## src/hdl/sht1x_pkg.sv

```systemverilog
`timescale 1ns / 1ps

package sht1x_pkg;

  // Number of interface-reset clocks sent after power is applied.
  localparam int RESET_CLOCKS = 9;

  typedef enum logic [2:0] {
    OP_IDLE     = 3'd0,
    OP_RUN      = 3'd1,
    OP_WRITE_SR = 3'd2,
    OP_POWER_ON = 3'd3,
    OP_POWER_OFF = 3'd4
  } op_t;

  typedef enum logic [1:0] {
    JOB_CMD = 2'd0,
    JOB_WSR = 2'd1,
    JOB_PON = 2'd2
  } job_t;

  typedef enum logic [4:0] {
    PH_IDLE    = 5'd0,
    PH_TS0     = 5'd1,
    PH_TS1     = 5'd2,
    PH_TS2     = 5'd3,
    PH_TS3     = 5'd4,
    PH_TS4     = 5'd5,
    PH_TS5     = 5'd6,
    PH_TS6     = 5'd7,
    PH_CMD_LO  = 5'd8,
    PH_CMD_HI  = 5'd9,
    PH_CACK_LO = 5'd10,
    PH_CACK_HI = 5'd11,
    PH_VAL_LO  = 5'd12,
    PH_VAL_HI  = 5'd13,
    PH_VACK_LO = 5'd14,
    PH_VACK_HI = 5'd15,
    PH_WAIT    = 5'd16,
    PH_RB1_LO  = 5'd17,
    PH_RB1_HI  = 5'd18,
    PH_MACK_LO = 5'd19,
    PH_MACK_HI = 5'd20,
    PH_RB2_LO  = 5'd21,
    PH_RB2_HI  = 5'd22,
    PH_RI_LO   = 5'd23,
    PH_RI_HI   = 5'd24,
    PH_SETTLE  = 5'd25,
    PH_PWR_OFF = 5'd26,
    PH_END     = 5'd27
  } phase_t;

  typedef enum logic [2:0] {
    REG_CODE_TEMP   = 3'd0,
    REG_CODE_HUM    = 3'd1,
    REG_CODE_RD_SR  = 3'd2,
    REG_CODE_WR_SR  = 3'd3,
    REG_CODE_SOFT   = 3'd4,
    REG_SETTLE      = 3'd5
  } reg_idx_t;

  // Transmission-start pattern, one entry per step: clock and data levels.
  localparam logic [6:0] TS_CLK = 7'b0110110; // bit k is step k
  localparam logic [6:0] TS_DAT = 7'b1110011;

endpackage

```

## src/hdl/sht1x_two_wire_master_core.sv

```systemverilog
`timescale 1ns / 1ps

// Pin-level master for the two-wire link of a humidity and temperature sensor. Every input
// beat is one pin-update tick carrying a request opcode and the sampled data pin; every tick
// yields exactly one result beat with the clock, data and power pin levels and the status.
// The tick is worked out by the sequencer logic between the input handshake and the result
// register, so the block takes one beat per clock cycle and each result appears in the
// result register in the cycle after its input beat is accepted; the result register alone
// decides the rate, and a new beat is taken whenever that register is empty or being read.
// A run request sends the start pattern and the command byte, most significant bit first,
// and samples the acknowledge; measurement commands then wait for data low, with no timeout,
// and read two bytes, while a status read takes one byte. A status write sends a second byte;
// a missing acknowledge there power-cycles the sensor. Power-on applies power, sends the
// interface-reset clocks, waits out settle_ticks and sends the soft-reset command. A missing
// acknowledge reports fail with result 0xFFFF. Requests that arrive while busy_res is high are
// ignored. The command codes and settle time sit in APB registers at byte addresses 0 to 20.
module sht1x_two_wire_master_core
  import sht1x_pkg::*;
(
  input  logic        clk,
  input  logic        rst,
  // configuration port
  input  logic        psel,
  input  logic        penable,
  input  logic        pwrite,
  input  logic [4:0]  paddr,
  input  logic [31:0] pwdata,
  output logic [31:0] prdata,
  output logic        pready,
  // tick input channel
  input  logic        in_valid,
  output logic        in_ready,
  input  logic [2:0]  opcode,
  input  logic [7:0]  command,
  input  logic [7:0]  write_value,
  input  logic        data_in,
  // result channel
  output logic        out_valid,
  input  logic        out_ready,
  output logic        sclk,
  output logic        data_drive,
  output logic        data_level,
  output logic        power_enable,
  output logic        busy_res,
  output logic        done_res,
  output logic        fail,
  output logic [15:0] result
);

  // Configuration registers.
  logic [7:0]  code_read_temperature;
  logic [7:0]  code_read_humidity;
  logic [7:0]  code_read_status;
  logic [7:0]  code_write_status;
  logic [7:0]  code_soft_reset;
  logic [19:0] settle_ticks;

  logic     cfg_write;
  reg_idx_t cfg_idx;

  assign pready    = 1'b1;
  assign cfg_write = psel && penable && pwrite && pready;
  assign cfg_idx   = reg_idx_t'(paddr[4:2]);

  always_ff @(posedge clk) begin
    if (rst) begin
      code_read_temperature <= 8'd3;
      code_read_humidity    <= 8'd5;
      code_read_status      <= 8'd7;
      code_write_status     <= 8'd6;
      code_soft_reset       <= 8'd30;
      settle_ticks          <= 20'd11000;
    end else if (cfg_write) begin
      // Addresses beyond the last register are ignored.
      unique case (cfg_idx)
        REG_CODE_TEMP:  code_read_temperature <= pwdata[7:0];
        REG_CODE_HUM:   code_read_humidity    <= pwdata[7:0];
        REG_CODE_RD_SR: code_read_status      <= pwdata[7:0];
        REG_CODE_WR_SR: code_write_status     <= pwdata[7:0];
        REG_CODE_SOFT:  code_soft_reset       <= pwdata[7:0];
        REG_SETTLE:     settle_ticks          <= pwdata[19:0];
        default: begin
        end
      endcase
    end
  end

  always_comb begin
    unique case (cfg_idx)
      REG_CODE_TEMP:  prdata = {24'd0, code_read_temperature};
      REG_CODE_HUM:   prdata = {24'd0, code_read_humidity};
      REG_CODE_RD_SR: prdata = {24'd0, code_read_status};
      REG_CODE_WR_SR: prdata = {24'd0, code_write_status};
      REG_CODE_SOFT:  prdata = {24'd0, code_soft_reset};
      REG_SETTLE:     prdata = {12'd0, settle_ticks};
      default:        prdata = 32'd0;
    endcase
  end

  // Sequencer state.
  phase_t      phase, phase_next, step_phase;
  logic [3:0]  bit_count, bit_count_next;
  logic [15:0] shift_word, shift_word_next;
  logic [7:0]  held_command, held_command_next;
  logic [7:0]  held_write_value, held_write_value_next;
  logic [19:0] wait_count, wait_count_next;
  logic        power_state, power_state_next;
  job_t        job, job_next;
  logic        failed, failed_next;

  // Pin and status values of the current tick.
  logic        tick_clk, tick_drv, tick_lvl, tick_done, tick_fail;
  logic [15:0] tick_res;
  logic        skip_step;
  logic [2:0]  ts_step;
  logic        in_accept;

  assign in_ready  = !out_valid || out_ready;
  assign in_accept = in_valid && in_ready;
  assign ts_step   = 3'(step_phase - PH_TS0);

  // Next state: a request taken in idle also drives its first step on the same tick.
  always_comb begin
    phase_next            = phase;
    bit_count_next        = bit_count;
    shift_word_next       = shift_word;
    held_command_next     = held_command;
    held_write_value_next = held_write_value;
    wait_count_next       = wait_count;
    power_state_next      = power_state;
    job_next              = job;
    failed_next           = failed;
    skip_step             = 1'b0;

    if (phase == PH_IDLE) begin
      if (opcode == OP_RUN) begin
        held_command_next = command;
        job_next = JOB_CMD; failed_next = 1'b0; bit_count_next = 4'd0; phase_next = PH_TS0;
      end else if (opcode == OP_WRITE_SR) begin
        held_command_next     = code_write_status;
        held_write_value_next = write_value;
        job_next = JOB_WSR; failed_next = 1'b0; bit_count_next = 4'd0; phase_next = PH_TS0;
      end else if (opcode == OP_POWER_ON) begin
        held_command_next = code_soft_reset;
        job_next = JOB_PON; failed_next = 1'b0; bit_count_next = 4'd0; phase_next = PH_RI_LO;
      end else if (opcode == OP_POWER_OFF) begin
        power_state_next = 1'b0;
        skip_step        = 1'b1;
      end else begin
        skip_step = 1'b1;
      end
    end

    step_phase = phase_next;

    if (!skip_step) begin
      unique case (step_phase)
        PH_TS0, PH_TS1, PH_TS2, PH_TS3, PH_TS4, PH_TS5, PH_TS6: begin
          phase_next = (step_phase == PH_TS6) ? PH_CMD_LO : phase_t'(step_phase + 5'd1);
          bit_count_next = 4'd0;
        end
        PH_CMD_LO: phase_next = PH_CMD_HI;
        PH_CMD_HI: begin
          if (bit_count >= 4'd7) begin
            bit_count_next = 4'd0; phase_next = PH_CACK_LO;
          end else begin
            bit_count_next = bit_count + 4'd1; phase_next = PH_CMD_LO;
          end
        end
        PH_CACK_LO: phase_next = PH_CACK_HI;
        PH_VACK_LO: phase_next = PH_VACK_HI;
        PH_CACK_HI: begin
          bit_count_next = 4'd0;
          if (data_in) begin
            failed_next = 1'b1;
            phase_next  = (job == JOB_WSR) ? PH_PWR_OFF : PH_END;
          end else if (job == JOB_WSR) begin
            phase_next = PH_VAL_LO;
          end else begin
            shift_word_next = 16'd0;
            // Measurement codes take priority over the status read code.
            if (held_command == code_read_temperature || held_command == code_read_humidity)
              phase_next = PH_WAIT;
            else if (held_command == code_read_status)
              phase_next = PH_RB2_LO;
            else
              phase_next = PH_END;
          end
        end
        PH_VAL_LO: phase_next = PH_VAL_HI;
        PH_VAL_HI: begin
          if (bit_count >= 4'd7) begin
            bit_count_next = 4'd0; phase_next = PH_VACK_LO;
          end else begin
            bit_count_next = bit_count + 4'd1; phase_next = PH_VAL_LO;
          end
        end
        PH_VACK_HI: begin
          if (data_in) begin
            failed_next = 1'b1; phase_next = PH_PWR_OFF;
          end else begin
            shift_word_next = 16'd0; phase_next = PH_END;
          end
        end
        PH_WAIT: begin
          // The sensor pulls data low once the measurement is ready.
          if (!data_in) begin
            bit_count_next = 4'd0; phase_next = PH_RB1_HI;
          end
        end
        PH_RB1_LO: phase_next = PH_RB1_HI;
        PH_RB2_LO: phase_next = PH_RB2_HI;
        PH_RB1_HI, PH_RB2_HI: begin
          shift_word_next = {shift_word[14:0], data_in};
          if (bit_count >= 4'd7) begin
            bit_count_next = 4'd0;
            phase_next = (step_phase == PH_RB1_HI) ? PH_MACK_LO : PH_END;
          end else begin
            bit_count_next = bit_count + 4'd1;
            phase_next = (step_phase == PH_RB1_HI) ? PH_RB1_LO : PH_RB2_LO;
          end
        end
        PH_MACK_LO: phase_next = PH_MACK_HI;
        PH_MACK_HI: begin
          bit_count_next = 4'd0; phase_next = PH_RB2_LO;
        end
        PH_RI_LO: begin
          power_state_next = 1'b1; phase_next = PH_RI_HI;
        end
        PH_RI_HI: begin
          if (bit_count >= 4'(RESET_CLOCKS - 1)) begin
            bit_count_next  = 4'd0;
            wait_count_next = settle_ticks;
            phase_next = (settle_ticks != 20'd0) ? PH_SETTLE : PH_TS0;
          end else begin
            bit_count_next = bit_count + 4'd1; phase_next = PH_RI_LO;
          end
        end
        PH_SETTLE: begin
          wait_count_next = (wait_count != 20'd0) ? wait_count - 20'd1 : 20'd0;
          if (wait_count <= 20'd1)
            phase_next = PH_TS0;
        end
        PH_PWR_OFF: begin
          power_state_next  = 1'b0;
          held_command_next = code_soft_reset;
          job_next = JOB_PON; bit_count_next = 4'd0; phase_next = PH_RI_LO;
        end
        PH_END: phase_next = PH_IDLE;
        default: phase_next = PH_IDLE;
      endcase
    end
  end

  // Pin levels and status of the step driven on this tick. A power-off request finishes at
  // once and never reports a failure, whatever the previous sequence left behind.
  always_comb begin
    tick_clk  = 1'b0;
    tick_drv  = 1'b0;
    tick_lvl  = 1'b1;
    tick_done = 1'b0;
    tick_fail = 1'b0;
    tick_res  = 16'd0;

    if (phase == PH_IDLE && opcode == OP_POWER_OFF)
      tick_done = 1'b1;

    if (!skip_step) begin
      unique case (step_phase)
        PH_TS0, PH_TS1, PH_TS2, PH_TS3, PH_TS4, PH_TS5, PH_TS6: begin
          tick_clk = TS_CLK[ts_step];
          tick_drv = 1'b1;
          tick_lvl = TS_DAT[ts_step];
        end
        PH_CMD_LO: begin
          tick_drv = 1'b1; tick_lvl = held_command[~bit_count[2:0]];
        end
        PH_CMD_HI: begin
          tick_clk = 1'b1; tick_drv = 1'b1; tick_lvl = held_command[~bit_count[2:0]];
        end
        PH_VAL_LO: begin
          tick_drv = 1'b1; tick_lvl = held_write_value[~bit_count[2:0]];
        end
        PH_VAL_HI: begin
          tick_clk = 1'b1; tick_drv = 1'b1; tick_lvl = held_write_value[~bit_count[2:0]];
        end
        PH_CACK_HI, PH_VACK_HI, PH_RB1_HI, PH_RB2_HI: tick_clk = 1'b1;
        PH_MACK_LO: begin
          tick_drv = 1'b1; tick_lvl = 1'b0;
        end
        PH_MACK_HI: begin
          tick_clk = 1'b1; tick_drv = 1'b1; tick_lvl = 1'b0;
        end
        PH_RI_LO, PH_SETTLE: begin
          tick_drv = 1'b1; tick_lvl = 1'b1;
        end
        PH_RI_HI: begin
          tick_clk = 1'b1; tick_drv = 1'b1; tick_lvl = 1'b1;
        end
        PH_END: begin
          tick_done = 1'b1;
          tick_fail = failed;
          tick_res  = failed ? 16'hFFFF : shift_word;
        end
        default: begin
        end
      endcase
    end
  end

  always_ff @(posedge clk) begin
    if (rst) begin
      phase            <= PH_IDLE;
      bit_count        <= 4'd0;
      shift_word       <= 16'd0;
      held_command     <= 8'd0;
      held_write_value <= 8'd0;
      wait_count       <= 20'd0;
      power_state      <= 1'b0;
      job              <= JOB_CMD;
      failed           <= 1'b0;
    end else if (in_accept) begin
      phase            <= phase_next;
      bit_count        <= bit_count_next;
      shift_word       <= shift_word_next;
      held_command     <= held_command_next;
      held_write_value <= held_write_value_next;
      wait_count       <= wait_count_next;
      power_state      <= power_state_next;
      job              <= job_next;
      failed           <= failed_next;
    end
  end

  // Result register: one beat out for every beat in.
  always_ff @(posedge clk) begin
    if (rst) begin
      out_valid <= 1'b0;
    end else if (in_accept) begin
      out_valid <= 1'b1;
    end else if (out_ready) begin
      out_valid <= 1'b0;
    end
  end

  always_ff @(posedge clk) begin
    if (in_accept) begin
      sclk         <= tick_clk;
      data_drive   <= tick_drv;
      data_level   <= tick_drv ? tick_lvl : 1'b1;
      power_enable <= power_state_next;
      busy_res     <= (phase_next != PH_IDLE);
      done_res     <= tick_done;
      fail         <= tick_fail;
      result       <= tick_done ? tick_res : 16'd0;
    end
  end

  // A finishing beat always leaves the sequencer idle.
  a_done_not_busy: assert property (@(posedge clk) disable iff (rst)
    out_valid && done_res |-> !busy_res)
    else $error("done reported while still busy");

  // Fail is only reported on a finishing beat, and then with the failure code.
  a_fail_code: assert property (@(posedge clk) disable iff (rst)
    out_valid && fail |-> done_res && result == 16'hFFFF)
    else $error("fail without done or without failure code");

  // A released data pin reads back as a high level.
  a_release_high: assert property (@(posedge clk) disable iff (rst)
    out_valid && !data_drive |-> data_level)
    else $error("data level low while released");

  // A beat that is taken while the result waits never overwrites it.
  a_no_overrun: assert property (@(posedge clk) disable iff (rst)
    out_valid && !out_ready |-> !in_ready)
    else $error("input taken over a pending result");

endmodule

```

## config.mk

```make
export PLATFORM = sky130hd
export DESIGN_NAME = sht1x_two_wire_master_core
export DESIGN_NICKNAME = d
export VERILOG_FILES = /design/src/hdl/sht1x_pkg.sv /design/src/hdl/sht1x_two_wire_master_core.sv
export SDC_FILE = /design/constraint.sdc
export NUM_CORES = 1
export LEC_CHECK = 0
export BUFFER_PORTS_ARGS = -buffer_cell sky130_fd_sc_hd__buf_4
export CORE_MARGIN = 2
export CORE_UTILIZATION = 61
export DETAILED_ROUTE_END_ITERATION = 7
export MAX_ROUTING_LAYER = met4
export PLACE_DENSITY = 0.84
export SLEW_MARGIN = 40
export SYNTH_ARGS = -nofsm -noshare
export SYNTH_HDL_FRONTEND = slang
export SYNTH_SLANG_ARGS = --single-unit
```

## constraint.sdc

```tcl
create_clock -name clk -period 6.95 [get_ports clk]
set_input_delay 1.0425 -clock clk [delete_from_list [all_inputs] [get_ports clk]]
set_output_delay 1.0425 -clock clk [all_outputs]
set_load 0.01 [all_outputs]
```

==> results of run 1 <==
## worst paths after layout
check / end / slack [ns] / depth (start not counted)
worst max-delay path: shift_word[0] / 2.50 / 11
worst min-delay path: shift_word[15] / 0.47 / 2
worst max register to register: shift_word[0] / 2.73 / 11
worst min register to register: shift_word[15] / 0.47 / 2
## area by class of cell
type                            count  area (µm²)  share of cell area, %
Clock buffer                       20       436.7                  4.431
Inverter                           29       108.9                  1.105
Clock inverter                     12       120.1                  1.219
Sequential cell                   149        3213                  32.61
Timing Repair Buffer              100       754.5                  7.656
Tap cell                          180       225.2                  2.285
Multi-Input combinational cell    800        4996                  50.70
## worst register-to-register path, cell delays in order (launching register included)
cell	delay, ns
dfxtp_1	0.32
buf_4	0.29
nor2_1	0.18
a31oi_1	0.70
ha_1	0.56
nand4b_1	0.21
o21ai_4	0.61
nand3_2	0.15
o21ai_2	0.09
and2_1	0.65
nand3_1	0.19
a21oi_1	0.20
## metrics by stage
step	cells	worst slack, ns
final	1290	2.496
after global routing	1290	2.326
after CTS	1289	2.619
after detailed placement	1257	2.167
after global placement	1257	1.958
after floorplan	1078	3.022
## where the power goes
| group | switching [µW] | internal (µW) |
|---|---|---|
| logic | 127 | 83.1 |
| registers | 12.9 | 889 |
| clock network | 379 | 498 |
| total | 518 | 1470 |
## cells in the mapped netlist, types with 5 or more instances
library cell	number
a211o_1	10
a211oi_1	6
a21oi_1	78
a21oi_2	10
a22oi_1	28
a2bb2oi_1	6
a31oi_1	11
and3_1	18
buf_1	9
buf_2	6
buf_4	14
clkbuf_1	67
dfxtp_1	126
edfxtp_1	23
ha_1	11
inv_1	28
mux2_2	14
mux2i_1	33
mux4_2	7
nand2_1	144
nand2b_1	7
nand3_1	36
nand3_2	11
nand3b_1	15
nand4_1	10
nor2_1	119
nor2b_1	18
nor3_1	16
nor4_1	9
o211ai_1	9
o21ai_0	37
o22ai_1	5
o311ai_0	8
o31ai_1	7
or3_1	5
xnor2_1	19
xor2_1	9
## sequential cells by signal, summed over array words and instances, names as in the netlist, 2 cells and up
register               count
shift_word                16
phase                      5
code_soft_reset            8
code_read_temperature      8
code_write_status          8
settle_ticks              20
held_write_value           8
result                    16
wait_count                20
code_read_humidity         8
job                        2
held_command               8
code_read_status           8
bit_count                  4
## metal layers
layer	vias to the layer above	global-route usage [%]	share of wire, %
li1	3846	-	-
met4	0	10.16	2.1
met2	386	49.35	45
met5	-	-	0
met1	3850	46.13	44
met3	47	7.967	9.0
## cell families (layout without fill, tap and decap cells)
logic type	after synthesis	in the layout
buffers and inverters	129	161
xor gates and xnor gates	28	28
DFF	149	149
and+or+nand+nor	440	440
AOI/OAI and AO/OA	254	254
other	2	13
adders and majority gates	11	11
muxes	54	54
==> metrics, run 1 <==
status=finished clean; Worst Path Arrival=4.81 ns; layout cells sized above 1=around 18%; Post-DRT Antenna Nets=0; CP Cell Sequence=buf_4, o21ba_2, a31oi_1, ha_1, nand4b_1, o21ai_4, nand3_2, o21ai_2, and2_1, nand3_1, a21oi_1; Crit Path Category=in -> reg; Core ar.=~14000 µm²; Synth Register Bits=149; Initial Util=between 60% and 70%; Async SR Flop Fraction=0%; Root Buffer=clkbuf_16; Fillers=roughly 1100; DRT Pass-1 Iters=6; CP endpoint kind=flop; chip height=about 120 µm; worst-path fanout max=27; synth unique cells=84; PostCTS Resize Cnt=0; Pleak=0.003791 µW; clk slew on worst S/H paths=~0.06 ns; mux cell area share after synthesis=under 10%; post-synthesis xor/xnor area fraction=around 2.8%; CTS Sinks=approximately 150; Power Total=~2000 µW; Post-DP HPWL=17.03 mm; row cnt=between 40 and 50; Critical Path Max Stage Delay=between 0.6 and 0.7 ns; DIE AREA=~15000 µm²; CTS tree=yes; first-pass GRT wire length=38.54 mm; vias in the first global route=about 7300; Final Hold Viols=0; WHS=about 0.47 ns; largest net degree at the start of global routing=96; Final #Nets=roughly 1200; Critical Path Start Type=input pin; R2R Path Start=phase[3]; ANT cells=0; TritonCTS Buffers=17; fin crit share=approximately 64%; Syn Std Cell Area=between 8000 and 9000 µm²; Synth area leader=dfxtp_1; crit path time final=roughly 4.5 ns; H-tree lvl count=4; prevailing post-synth register cell=dfxtp_1; pwr/cell area=~200 nW/µm²; synthesized instance count=around 1100; max-cap violations=0; grt total ovfl=0; Fmax achieved=approximately 0.22 GHz; worst skew pair latency=around 0.43 ns; drt initial violations=roughly 900; GRT Util Overall=about a third; placed cell area=about 9300 µm²; Yosys top cell area share=between 20 and 30%; final setup fails=0; vias per cell=between 6 and 7; worst rel slew slack=between 40% and 50%; DRC Markers=0; EDFF count, synth=23; final wirelength=~24 mm; IO Count=between 100 and 150; post-CTS setup buffers=0; WP buf/inv=1; clk_skew=0.01039 ns; initial antenna violation count=0; Hold Startpoint=shift_word[15]; Fin Setup TNS=0 ns; Required @ worst endpoint=approximately 7.3 ns; ranking of synthesized cells by area=dfxtp_1, edfxtp_1, nand2_1; Adder-Cell Fraction of Synth Area=around 1.6%; die extent in x=approximately 120 µm; Hold WC Path Type=reg -> reg; DR WL/cell=18.91 µm; commonest non-fill, non-tap cell in the layout=nand2_1; Ys Warns=0; RSZ-0062 raised after global routing=false; CP delay by family, top=compound AO/OA/AOI/OAI gates; Seq/Total Area, Yosys=36.84%; actual slew at the worst max-slew pin=between 0.8 and 0.9 ns; Final GP Congestion=~0.99; commonest non-fill, non-tap cells in the layout=nand2_1, dfxtp_1, nor2_1, buf_4, a21oi_1; clk buf depth=2; largest family of logic cells by synthesized area=simple AND/OR/NAND/NOR gates; Final Util=70.72%; Hold-fix buffers, CTS=0; Peak VDD IR=~0.24 mV; Syn Area/Cell=a little over 8 µm²; Synth Area in Simple Gates=24.79%; slowest CP cell=and2_1; synth-to-layout area growth=12.98%; final instance area=about 9900 µm²; via count=approximately 8100; Slew Limit Fails=0; CP startpoint=opcode[0]; Port Buf Inserts=94; Compound-Gate Fraction of Synth Area=19.88%
Power figures use the tool's default switching activity.
==> inputs of run 2 (changes only) <==
--- a/config.mk
+++ b/config.mk
@@ -7,10 +7,10 @@
 export LEC_CHECK = 0
 export BUFFER_PORTS_ARGS = -buffer_cell sky130_fd_sc_hd__buf_4
 export CORE_MARGIN = 2
-export CORE_UTILIZATION = 61
+export CORE_UTILIZATION = 53
 export DETAILED_ROUTE_END_ITERATION = 7
 export MAX_ROUTING_LAYER = met4
-export PLACE_DENSITY = 0.84
+export PLACE_DENSITY = 0.78
 export SLEW_MARGIN = 40
 export SYNTH_ARGS = -nofsm -noshare
 export SYNTH_HDL_FRONTEND = slang
==> constraint.sdc (replaced) <==
create_clock -name clk -period 3.8 [get_ports clk]
set_input_delay 0.57 -clock clk [delete_from_list [all_inputs] [get_ports clk]]
set_output_delay 0.57 -clock clk [all_outputs]
set_load 0.01 [all_outputs]
==> metrics, run 2 (synthesized netlist as in run 1, its figures left out) <==
status=finished clean; Port Buf Inserts=94; synth-to-layout area growth=17.39%; Final Hold Viols=0; Worst Path Arrival=3.69 ns; PostCTS Resize Cnt=0; Hold WC Path Type=in -> reg; post-CTS setup buffers=0; H-tree lvl count=4; clk_skew=0.01034 ns; row cnt=46; vias in the first global route=about 7600; clk buf depth=2; Pleak=roughly 0.0040 µW; clk slew on worst S/H paths=0.06 ns; DIE AREA=about 17000 µm²; Final #Nets=about 1200; Fmax achieved=about 0.29 GHz; Fin Setup TNS=0 ns; Crit Path Category=reg -> reg; via count=slightly above 8000; Required @ worst endpoint=a little under 4 ns; DRC Markers=0; CTS Sinks=about 150; chip height=between 100 and 150 µm; Post-DRT Antenna Nets=0; CP endpoint kind=flop; grt total ovfl=0; final wirelength=roughly 25 mm; WHS=between 0.3 and 0.4 ns; met1 GRT Util=40.49%; Core ar.=~16000 µm²; GRT Util Overall=between 20% and 30%; routing usage on met3=slightly below 6%; CP Cell Sequence=or4_1, nor2_1, or2_2, inv_1, ha_1, mux2_2, o21ai_0, nand2b_2, o32a_1, nand4_1, o31ai_1, buf_4, nand2_1; WP buf/inv=2; Post-DP HPWL=18.00 mm; Critical Path Start Type=flop; actual slew at the worst max-slew pin=about 0.75 ns; IO Count=122; ANT cells=0; commonest non-fill, non-tap cell in the layout=nand2_1; vias per cell=6.075; die extent in x=around 130 µm; final instance area=between 10000 and 15000 µm²; Root Buffer=clkbuf_16; minimum setup slack after placement=roughly 0.17 ns; Final Util=between 60 and 70%; Peak VDD IR=approximately 0.34 mV; Hold-fix buffers, CTS=0; drt initial violations=945; placed cell area=approximately 9600 µm²; CTS tree=yes; RSZ-0062 raised after global routing=false; initial antenna violation count=0; Final GP Congestion=~0.97; worst rel slew slack=between 40% and 50%; slowest CP cell=or4_1; fin crit share=about 90%; worst skew pair latency=0.43 ns; first-pass GRT wire length=40.41 mm; CP delay by family, top=simple AND/OR/NAND/NOR gates; GR Layer Usage met2=between 40% and 50%; layout cells sized above 1=around 20%; setup ws final=between 0.2 and 0.3 ns; DRT Pass-1 Iters=6; max-cap violations=0; crit path time final=3.506 ns; largest net degree at the start of global routing=slightly above 80; Critical Path Max Stage Delay=approximately 0.56 ns; TritonCTS Buffers=17; worst-path fanout max=8; DR WL/cell=roughly 19 µm; Largest regs=settle_ticks: 20 flops, wait_count: 20 flops; pwr/cell area=374.9 nW/µm²; Slew Limit Fails=0; commonest non-fill, non-tap cells in the layout=nand2_1, buf_4, dfxtp_1, nor2_1, a21oi_1; Initial Util=between 50 and 60%; global routing's busiest layer=met2; final setup fails=0
run 2: layout make-up:
class	instances	area (µm²)
fill	1362	5762
sequential	149	3213
multi-input combinational	800	4984
tap	216	270.3
timing repair buffer	135	1030
clock inverter	9	112.6
clock buffer	23	520.5
inverter	29	108.9
run 2: where the power goes:
part           leakage [µW]  switching, µW  internal [µW]
logic               0.00245            240            175
clock network      0.000298            674           1100
registers           0.00125           23.4           1630
total               0.00400            937           2900
run 2: tightest hold or removal path, stage by stage:
cell,delay (ns)
buf_4,0.07
nand2_1,0.04
nand3b_1,0.07
run 2: path summary, 6_finish.rpt:
path	start	end	slack [ns]	depth (start not counted)
setup / recovery	phase[0]	busy_res	0.29	13
hold reg to reg	shift_word[0]	shift_word[0]	0.47	2
setup reg to reg	phase[0]	busy_res	0.29	13
hold / removal	pwdata[13]	settle_ticks[13]	0.35	3
run 2: routing by layer:
layer	wire length, µm	share of wire [%]
met1	11100	44
met2	11620	46
met3	1981	7.8
met4	542	2.1
met5	0	0
run 2: through the flow:
stage,cells,power [µW]
4_1_cts,1361,3842
5_1_grt,1361,3958
3_5_place_dp,1329,2087
2_1_floorplan,1078,1925
6_report,1361,3838
3_3_place_gp,1329,2087
